**src/hdl/deaa_pkg.sv**
```systemverilog
// Shared types and codes of the double-ended arena allocator.
// Used by every module of the block; it depends on nothing else.
package deaa_pkg;

  localparam logic [2:0] OP_ALLOC_LO = 3'd0;
  localparam logic [2:0] OP_ALLOC_HI = 3'd1;
  localparam logic [2:0] OP_SET_LO   = 3'd2;
  localparam logic [2:0] OP_SET_HI   = 3'd3;
  localparam logic [2:0] OP_GET_LO   = 3'd4;
  localparam logic [2:0] OP_GET_HI   = 3'd5;

  localparam logic [1:0] STATUS_OK   = 2'd0;
  localparam logic [1:0] STATUS_NULL = 2'd1;
  localparam logic [1:0] STATUS_ROOM = 2'd2;

  localparam logic [2:0] KIND_NONE      = 3'd0;
  localparam logic [2:0] KIND_BAD_ARENA = 3'd1;
  localparam logic [2:0] KIND_ALLOC_LO  = 3'd2;
  localparam logic [2:0] KIND_ALLOC_HI  = 3'd3;
  localparam logic [2:0] KIND_SET_LO    = 3'd4;
  localparam logic [2:0] KIND_SET_HI    = 3'd5;
  localparam logic [2:0] KIND_GET_LO    = 3'd6;
  localparam logic [2:0] KIND_GET_HI    = 3'd7;

  typedef struct packed {
    logic [2:0]  opcode;
    logic [2:0]  arena;
    logic [31:0] size;
    logic [4:0]  align_shift;
    logic [31:0] new_address;
  } req_t;

  typedef struct packed {
    logic [31:0] address;
    logic [1:0]  status;
  } rsp_t;

  typedef struct packed {
    logic [2:0]  kind;
    logic [2:0]  arena;
    logic [31:0] size;
    logic [4:0]  align_shift;
    logic [31:0] new_address;
  } work_t;

endpackage

```
**src/hdl/deaa_front.sv**
```systemverilog
// Request front end: accepts items and classifies them by operation and arena range.
// Depends on deaa_pkg.
module deaa_front #(
  parameter int ARENA_COUNT = 7
) (
  input  logic             req_valid,
  output logic             req_stall,
  input  deaa_pkg::req_t   req,
  input  logic             full,
  output logic             push,
  output deaa_pkg::work_t  push_item
);

  logic arena_ok;

  assign arena_ok  = int'(req.arena) < ARENA_COUNT;
  assign req_stall = full;
  assign push      = req_valid && !full;

  always_comb begin
    push_item.arena       = req.arena;
    push_item.size        = req.size;
    push_item.align_shift = req.align_shift;
    push_item.new_address = req.new_address;
    unique case (req.opcode)
      deaa_pkg::OP_ALLOC_LO: push_item.kind = deaa_pkg::KIND_ALLOC_LO;
      deaa_pkg::OP_ALLOC_HI: push_item.kind = deaa_pkg::KIND_ALLOC_HI;
      deaa_pkg::OP_SET_LO:   push_item.kind = deaa_pkg::KIND_SET_LO;
      deaa_pkg::OP_SET_HI:   push_item.kind = deaa_pkg::KIND_SET_HI;
      deaa_pkg::OP_GET_LO:   push_item.kind = deaa_pkg::KIND_GET_LO;
      deaa_pkg::OP_GET_HI:   push_item.kind = deaa_pkg::KIND_GET_HI;
      default:               push_item.kind = deaa_pkg::KIND_NONE;
    endcase
    if (!arena_ok && push_item.kind != deaa_pkg::KIND_NONE) begin
      push_item.kind = deaa_pkg::KIND_BAD_ARENA;
    end
  end

endmodule

```
**src/hdl/deaa_queue.sv**
```systemverilog
// Two-entry queue of classified items between the front end and the execution unit.
// Depends on deaa_pkg.
module deaa_queue (
  input  logic             clk,
  input  logic             rst,
  input  logic             push,
  input  deaa_pkg::work_t  push_item,
  output logic             full,
  input  logic             pop,
  output deaa_pkg::work_t  pop_item,
  output logic             empty
);

  localparam int DEPTH = 2;
  localparam int PW    = $clog2(DEPTH);

  deaa_pkg::work_t entries [DEPTH];
  logic [PW-1:0]   wr_ptr;
  logic [PW-1:0]   rd_ptr;
  logic [PW:0]     count;
  logic            do_push;
  logic            do_pop;

  assign full     = count == (PW+1)'(DEPTH);
  assign empty    = count == '0;
  assign do_push  = push && !full;
  assign do_pop   = pop && !empty;
  assign pop_item = entries[rd_ptr];

  always_ff @(posedge clk) begin
    if (rst) begin
      wr_ptr <= '0;
      rd_ptr <= '0;
      count  <= '0;
    end else begin
      if (do_push) begin
        wr_ptr <= wr_ptr + 1'b1;
      end
      if (do_pop) begin
        rd_ptr <= rd_ptr + 1'b1;
      end
      if (do_push && !do_pop) begin
        count <= count + 1'b1;
      end else if (!do_push && do_pop) begin
        count <= count - 1'b1;
      end
    end
  end

  always_ff @(posedge clk) begin
    if (do_push) begin
      entries[wr_ptr] <= push_item;
    end
  end

endmodule

```
**src/hdl/deaa_back.sv**
```systemverilog
// Execution unit: holds the arena pointers, aligns, checks room, updates and answers.
// Depends on deaa_pkg.
module deaa_back #(
  parameter int ARENA_COUNT = 7,
  parameter int ADDR_WIDTH  = 32
) (
  input  logic             clk,
  input  logic             rst,
  input  logic             empty,
  output logic             pop,
  input  deaa_pkg::work_t  pop_item,
  output logic             rsp_valid,
  input  logic             rsp_stall,
  output deaa_pkg::rsp_t   rsp
);

  localparam int AIW = (ARENA_COUNT > 1) ? $clog2(ARENA_COUNT) : 1;

  localparam logic [1:0] ST_IDLE   = 2'd0;
  localparam logic [1:0] ST_ALIGN  = 2'd1;
  localparam logic [1:0] ST_FINISH = 2'd2;

  logic [ADDR_WIDTH-1:0] low_pointer  [ARENA_COUNT];
  logic [ADDR_WIDTH-1:0] high_pointer [ARENA_COUNT];

  logic [1:0]            state;
  logic [1:0]            state_next;
  deaa_pkg::work_t       work;
  logic [ADDR_WIDTH-1:0] lo;
  logic [ADDR_WIDTH-1:0] hi;
  logic [ADDR_WIDTH-1:0] start;
  logic [ADDR_WIDTH-1:0] start_next;

  logic [AIW-1:0]        idx;
  logic [ADDR_WIDTH-1:0] keep;
  logic [ADDR_WIDTH-1:0] unit_m1;
  logic [ADDR_WIDTH-1:0] size_a;
  logic [ADDR_WIDTH-1:0] newv;
  logic [ADDR_WIDTH-1:0] rd_lo;
  logic [ADDR_WIDTH-1:0] rd_hi;
  logic [ADDR_WIDTH-1:0] end_lo;
  logic [ADDR_WIDTH-1:0] addr_next;
  logic [1:0]            status_next;
  logic                  wr_lo;
  logic                  wr_hi;
  logic [ADDR_WIDTH-1:0] wr_val;
  logic                  slot_free;
  logic                  finish;

  assign idx       = AIW'(work.arena);
  assign keep      = {ADDR_WIDTH{1'b1}} << work.align_shift;
  assign unit_m1   = ~keep;
  assign size_a    = ADDR_WIDTH'(work.size);
  assign newv      = ADDR_WIDTH'(work.new_address);
  assign rd_lo     = low_pointer[idx];
  assign rd_hi     = high_pointer[idx];
  assign end_lo    = (start + size_a + unit_m1) & keep;
  assign slot_free = !rsp_valid || !rsp_stall;
  assign finish    = (state == ST_FINISH) && slot_free;

  always_comb begin
    if (work.kind == deaa_pkg::KIND_ALLOC_HI) begin
      start_next = ((rd_hi & keep) - size_a) & keep;
    end else begin
      start_next = (rd_lo + unit_m1) & keep;
    end
  end

  always_comb begin
    addr_next   = '0;
    status_next = deaa_pkg::STATUS_OK;
    wr_lo       = 1'b0;
    wr_hi       = 1'b0;
    wr_val      = start;
    unique case (work.kind)
      deaa_pkg::KIND_BAD_ARENA: status_next = deaa_pkg::STATUS_NULL;
      deaa_pkg::KIND_ALLOC_LO: begin
        if (lo == '0) begin
          status_next = deaa_pkg::STATUS_NULL;
        end else if (end_lo > hi) begin
          status_next = deaa_pkg::STATUS_ROOM;
        end else begin
          wr_lo     = 1'b1;
          wr_val    = end_lo;
          addr_next = start;
        end
      end
      deaa_pkg::KIND_ALLOC_HI: begin
        if (hi == '0) begin
          status_next = deaa_pkg::STATUS_NULL;
        end else if (start < lo) begin
          status_next = deaa_pkg::STATUS_ROOM;
        end else begin
          wr_hi     = 1'b1;
          addr_next = start;
        end
      end
      deaa_pkg::KIND_SET_LO: begin
        wr_lo  = 1'b1;
        wr_val = newv;
      end
      deaa_pkg::KIND_SET_HI: begin
        wr_hi  = 1'b1;
        wr_val = newv;
      end
      deaa_pkg::KIND_GET_LO: addr_next = lo;
      deaa_pkg::KIND_GET_HI: addr_next = hi;
      default: ;
    endcase
  end

  always_comb begin
    pop        = 1'b0;
    state_next = state;
    unique case (state)
      ST_IDLE: begin
        if (!empty) begin
          pop        = 1'b1;
          state_next = ST_ALIGN;
        end
      end
      ST_ALIGN: state_next = ST_FINISH;
      ST_FINISH: begin
        if (slot_free) begin
          pop        = !empty;
          state_next = empty ? ST_IDLE : ST_ALIGN;
        end
      end
      default: state_next = ST_IDLE;
    endcase
  end

  always_ff @(posedge clk) begin
    if (rst) begin
      state     <= ST_IDLE;
      rsp_valid <= 1'b0;
    end else begin
      state <= state_next;
      if (finish) begin
        rsp_valid <= 1'b1;
      end else if (!rsp_stall) begin
        rsp_valid <= 1'b0;
      end
    end
  end

  always_ff @(posedge clk) begin
    if (rst) begin
      for (int i = 0; i < ARENA_COUNT; i++) begin
        low_pointer[i]  <= '0;
        high_pointer[i] <= '0;
      end
    end else if (finish) begin
      if (wr_lo) begin
        low_pointer[idx] <= wr_val;
      end
      if (wr_hi) begin
        high_pointer[idx] <= wr_val;
      end
    end
  end

  always_ff @(posedge clk) begin
    if (pop) begin
      work <= pop_item;
    end
    if (state == ST_ALIGN) begin
      lo    <= rd_lo;
      hi    <= rd_hi;
      start <= start_next;
    end
    if (finish) begin
      rsp.address <= 32'(addr_next);
      rsp.status  <= status_next;
    end
  end

endmodule

```
**src/hdl/double_ended_arena_allocator_top.sv**
```systemverilog
// Top level of the double-ended arena allocator: front end, item queue and execution unit.
// Depends on deaa_pkg, deaa_front, deaa_queue and deaa_back.
//
//   channel   handshake              payload
//   request   req_valid, req_stall   req (deaa_pkg::req_t)
//   response  rsp_valid, rsp_stall   rsp (deaa_pkg::rsp_t)
//
// An item enters the queue at its accepting edge; the execution unit then pops it and
// registers it, registers its arena pointers and aligned start, then the response.
// The execution unit holds one item at a time (ALIGN: pointer read and align, FINISH:
// check and write back); it pops the next as it finishes unless the response stalls.
// Reset clears all arena pointers to zero, empties the queue and drops the response.
// A stalled response holds the execution unit; the queue then fills up to its two entries
// before req_stall rises.
module double_ended_arena_allocator_top #(
  parameter int ARENA_COUNT = 7,
  parameter int ADDR_WIDTH  = 32
) (
  input  logic            clk,
  input  logic            rst,
  input  logic            req_valid,
  output logic            req_stall,
  input  deaa_pkg::req_t  req,
  output logic            rsp_valid,
  input  logic            rsp_stall,
  output deaa_pkg::rsp_t  rsp
);

  logic            full;
  logic            empty;
  logic            push;
  logic            pop;
  deaa_pkg::work_t push_item;
  deaa_pkg::work_t pop_item;

  deaa_front #(
    .ARENA_COUNT(ARENA_COUNT)
  ) u_front (
    .req_valid(req_valid),
    .req_stall(req_stall),
    .req(req),
    .full(full),
    .push(push),
    .push_item(push_item)
  );

  deaa_queue u_queue (
    .clk(clk),
    .rst(rst),
    .push(push),
    .push_item(push_item),
    .full(full),
    .pop(pop),
    .pop_item(pop_item),
    .empty(empty)
  );

  deaa_back #(
    .ARENA_COUNT(ARENA_COUNT),
    .ADDR_WIDTH(ADDR_WIDTH)
  ) u_back (
    .clk(clk),
    .rst(rst),
    .empty(empty),
    .pop(pop),
    .pop_item(pop_item),
    .rsp_valid(rsp_valid),
    .rsp_stall(rsp_stall),
    .rsp(rsp)
  );

endmodule

```
**config.mk**
```make
export PLATFORM = sky130hd
export DESIGN_NAME = double_ended_arena_allocator_top
export DESIGN_NICKNAME = d
export VERILOG_FILES = /design/src/hdl/deaa_pkg.sv /design/src/hdl/deaa_front.sv /design/src/hdl/deaa_queue.sv /design/src/hdl/deaa_back.sv /design/src/hdl/double_ended_arena_allocator_top.sv
export SDC_FILE = /design/constraint.sdc
export NUM_CORES = 2
export LEC_CHECK = 0
export BUFFER_PORTS_ARGS = -buffer_cell sky130_fd_sc_hd__buf_2
export CORE_AREA = 2 2 323 261
export CTS_BUF_LIST = sky130_fd_sc_hd__clkbuf_16
export DETAILED_ROUTE_END_ITERATION = 10
export DIE_AREA = 0 0 325 263
export PLACE_DENSITY = 0.77
export SKIP_LAST_GASP = 1
export SLEW_MARGIN = 10
export SYNTH_ARGS = -nofsm -noshare
export SYNTH_HDL_FRONTEND = slang
export SYNTH_SLANG_ARGS = --single-unit
```
**constraint.sdc**
```tcl
create_clock -name clk -period 16.19 [get_ports clk]
set_input_delay 4.857 -clock clk [delete_from_list [all_inputs] [get_ports clk]]
set_output_delay 4.857 -clock clk [all_outputs]
set_load 0.1 [all_outputs]
```
Word-level counts from Yosys, hierarchy flattened
Memory sizes are Yosys's and may differ from the RTL's. A register that Yosys moved wholly into a read port is not among the register bits.
Cells that the tools add are included.

word-level totals
  bits in registers = 137
  latch bits = 0
  bits in writable memories = 598
  memory bits (read-only) = 0
  bits of input ports = 79
  output and inout bits = 36
  logic and storage cells = 125
  memories = 3

cells by class
  $add $sub $neg = 8
  multipliers = 0
  divide/modulo/power cells = 0
  magnitude comparators = 3
  equal/unequal tests = 18
  shift operators = 1
  muxes and demuxes = 51
  bitwise logic cells = 5
  reductions and logical operators = 26

memories
  memory               words  bits a word  rd ports  clocked after Yosys merged registers in  write ports  line              RTL
  u_back.high_pointer  7      32           1         0                                        7            deaa_back.sv:24   logic [ADDR_WIDTH-1:0] high_pointer [ARENA_COUNT];
  u_back.low_pointer   7      32           1         0                                        7            deaa_back.sv:23   logic [ADDR_WIDTH-1:0] low_pointer [ARENA_COUNT];
  u_queue.entries      2      75           1         1                                        1            deaa_queue.sv:17  deaa_pkg::work_t entries [DEPTH];

operators by type and width
  kind                                                  number
  two-way mux 32 bit                                    9
  bitwise AND 32 bit                                    4
  case mux 32 bit (4 select lines)                      1
  adder 32 bit                                          3
  logical NOT 32 bit                                    2
  case mux 32 bit (2 select lines)                      1
  OR reduction 32 bit                                   2
  > comparator 32 bit                                   1
  < comparator 32 bit                                   1
  inverter 32 bit                                       1
  << shifter 32 x 5 -> 32 bit (first input constant)    1
  subtractor 32 bit                                     1
  two-way mux 1 bit                                     23
  equality test 3 bit (second input constant)           6
  case mux 3 bit (6 select lines)                       1
  two-way mux 2 bit                                     8
  equality test 3 x 2 -> 1 bit (second input constant)  4
  case mux 2 bit (3 select lines)                       2
  two-way mux 3 bit                                     3
  logical AND 1 bit                                     7
  logical NOT 1 bit                                     7
  equality test 3 x 1 -> 1 bit (second input constant)  2
  case mux 1 bit (2 select lines)                       3
  equality test 2 bit (second input constant)           2
  14 further kinds                                      17

Logic depth before layout (Yosys ltp)
  depth after elaboration = 14
  gate-level depth with buffers = 32
  gate-level depth less buffers = 29

Modules after synthesis
Synthesis repeated with hierarchy kept, for this count alone.

unflattened totals
  cells, all modules = 3,402
  area total of the unflattened synthesis = 43,644.4 µm²

modules (own cells, without submodules)
  module      instances  cells each  area an instance (µm²)  seq. area each (µm²)
  deaa_back   1          3,065       37,407.1                21,010.2
  deaa_queue  1          258         5,640.4                 4,604.4
  deaa_front  1          79          596.8                   0.0

Worst setup path after synthesis
OpenSTA, ideal clock, no wires.

  path kind = in2reg
  start = input rsp_stall
  end = memory u_back.high_pointer[5][0], enable pin
  setup time = 0.466 ns
  data arrival time = 9.405 ns
  data required time = 15.724 ns
  slack = 6.319 ns
  cell stages on the path = 3
  path buffers = 0
  path through = a21oi_1 -> nand2_1 -> o21ai_0

RTL lines
  element      line                                    RTL
  from (decl)  double_ended_arena_allocator_top.sv:25  input logic rsp_stall,
  to (decl)    deaa_back.sv:24

==> results.txt <==
outcome: complete, no violations
CTS tree: built
cts repair resizes: 0
TritonCTS buffer count: 85
fin crit period: 10.05 ns
Syn Nets: 3671
Clk pin slew, worst setup/hold paths: 0.07 ns
clk sinks: 874
post-CTS setup repair buffer count: 0
via count: 29800
H-tree Lvls: 3
Synthesis Warnings: 0
setup violators final: 0
most frequent CP cell: buf_4
Ports: 115
die width: 325 um
WL final: 133 mm
Port Buf Inserts: 114
first-pass GRT wire length: 193 mm
Max-Cap Viols: 0
max-slew violations: 0
async set-reset flop share out of synthesis: 0
P&R area growth vs syn: 10.9%
critical path endpoint category: flop
core region area: 82000 um2
initial core utilization: 0.527
Syn Inst Count: 3402
Iter 0 DRT Violations: 4253
Design Area, Final: 48000 um2
ANT cells: 0
commonest cells after routing, fill and taps aside: edfxtp_1, nor2_1, inv_1
Critical Path RT: 16.55 ns
Worst Hold Depth: 2
Max Fclk: 99.5 MHz
RSZ-0062 raised after global routing: false
WP data arrival: 10.41 ns
peak fanout along the critical path: 55
largest net degree at the start of global routing: 122
die area: 85500 um2
detailed placer's ending HPWL: 95.0 mm
Max clock buf depth: 3
hold_buf cts: 0
die extent in y: 263 um
most common cell after layout, fill and taps aside: edfxtp_1
Post-synth EDFFs: 803
# fillers: 6481
Final nets: 3769
Netlist Area Pre-Place: 43200 um2
sequential element share of the synthesized area: 0.591
Clock Latency Late Sink: 0.70 ns
Yosys cell types: 80
final hold vios: 0
grt ovf: 0
number of global-route vias before repair: 28500
Tcrit/Tclk final: 0.621
wire per inst: 28.4 um
Placement Cell Area: 45200 um2
Seq cells post-synth: 874
Worst slew margin: 0.142
post-route ant nets: 0
top_reg_cell synth: edfxtp_1
vias per cell: 6.36
drt first pass iters: 7
layout cell share with drive strength beyond 1: 0.176
Rows: 94
crit-path max cell delay: 0.76 ns
clk_skew: 0.0460 ns
initial antenna violation count: 6
Mapped Avg Cell Area: 12.7 um2
GRT Total Usage: 0.308
routability cong.: 1.01
Worst setup SP type: flop
DRC: 0
Setup CP Type: flop to flop
worst-path cell with the longest stage delay: edfxtp_1
Setup TNS Final: 0 ns
Least-Margin Pin Slew: 1.28 ns
R2R cell count: 29
root buffer cell: clkbuf_16
HP Class: flop to flop
-- worst paths after layout --
check,to,from,slack [ns]
min reg2reg,u_back.low_pointer[6][2],u_back.low_pointer[6][2],0.46
max,u_back.low_pointer[2][4],u_back.work[36],6.14
max reg2reg,u_back.low_pointer[2][4],u_back.work[36],6.14
min,u_back.low_pointer[6][2],u_back.low_pointer[6][2],0.46
-- cell type report --
class	instances	area, um2	share of cell area
Clock buffer	85	2130	0.0443
Clock inverter	73	651	0.0136
Inverter	253	951	0.0198
Multi-Input combinational cell	2107	16200	0.338
Sequential cell	874	25500	0.532
Tap cell	1104	1380	0.0288
Timing Repair Buffer	179	1080	0.0226
-- cell usage after synthesis (all sizes together), types with 7 or more instances --
cell type / instances / area share
a31oi: 13 / 0.0019
a221oi: 11 / 0.0025
xor2: 32 / 0.0065
nand4: 20 / 0.0029
a211oi: 35 / 0.0061
a22oi: 29 / 0.0050
nor2: 382 / 0.033
a21oi: 168 / 0.020
nand3b: 7 / 0.0012
nor3: 111 / 0.014
and3: 21 / 0.0030
inv: 252 / 0.022
ha: 156 / 0.045
buf: 34 / 0.0036
or3: 16 / 0.0023
nand2b: 23 / 0.0033
o22a: 7 / 0.0014
a222oi: 7 / 0.0016
mux2i: 9 / 0.0021
o21a: 24 / 0.0042
or2: 14 / 0.0020
o211ai: 8 / 0.0014
clkbuf: 134 / 0.012
dfxtp: 71 / 0.033
fa: 34 / 0.016
a22o: 7 / 0.0014
nor4: 22 / 0.0032
o221ai: 9 / 0.0018
mux2: 137 / 0.036
o31ai: 11 / 0.0022
mux4: 128 / 0.067
xnor2: 33 / 0.0067
and2: 38 / 0.0055
a211o: 7 / 0.0014
nor2b: 29 / 0.0042
nand3: 66 / 0.0076
edfxtp: 803 / 0.56
a21o: 51 / 0.0089
o21ai: 141 / 0.016
o22ai: 7 / 0.0010
nand2: 221 / 0.019
o21bai: 10 / 0.0017
-- per-stage QoR --
step,setup slack [ns],util,hold slack [ns],instances
after CTS,6.35,0.585,0.457,4675
after detailed placement,6.43,0.551,0.449,4517
after global placement,6.66,0.551,0.442,4517
after global routing,5.60,0.585,0.478,4675
after floorplan,6.32,-,0.429,3402
final,6.14,0.585,0.457,4675
-- state kept, by name (all words and copies together) (netlist names), 34 cells and up --
name                 cells
u_back.rsp              34
u_queue.entries        150
u_back.high_pointer    256
u_back.low_pointer     256
-- routing by layer --
metal	up-vias	global-route usage	routed length (um)
li1	12900	-	-
met1	14700	0.450	54000
met2	1899	0.429	54900
met3	262	0.0964	18100
met4	4	0.126	5890
met5	-	0	25
-- critical path, delay by kind of cell (launching register included) --
| family | cells | cell delay, ns |
|---|---|---|
| compound gates | 8 | 2.53 |
| xor+xnor | 1 | 0.19 |
| fa+ha+maj | 4 | 1.16 |
| buf+inv | 5 | 1.41 |
| flops | 1 | 0.76 |
| simple gates | 11 | 3.60 |
-- cell families (layout without fill, tap and decap cells) --
logic type	after synthesis	count (layout)	share of synthesized area
buf+inv	421	590	0.0372
simple gates	987	987	0.105
fa+ha+maj	190	190	0.0609
mux	274	274	0.104
xor+xnor	65	65	0.0132
compound gates	591	591	0.0884
flops	874	874	0.591
Power is not shown: default switching activity piles up to over one toggle a cycle in this logic, so the estimate is an artifact.
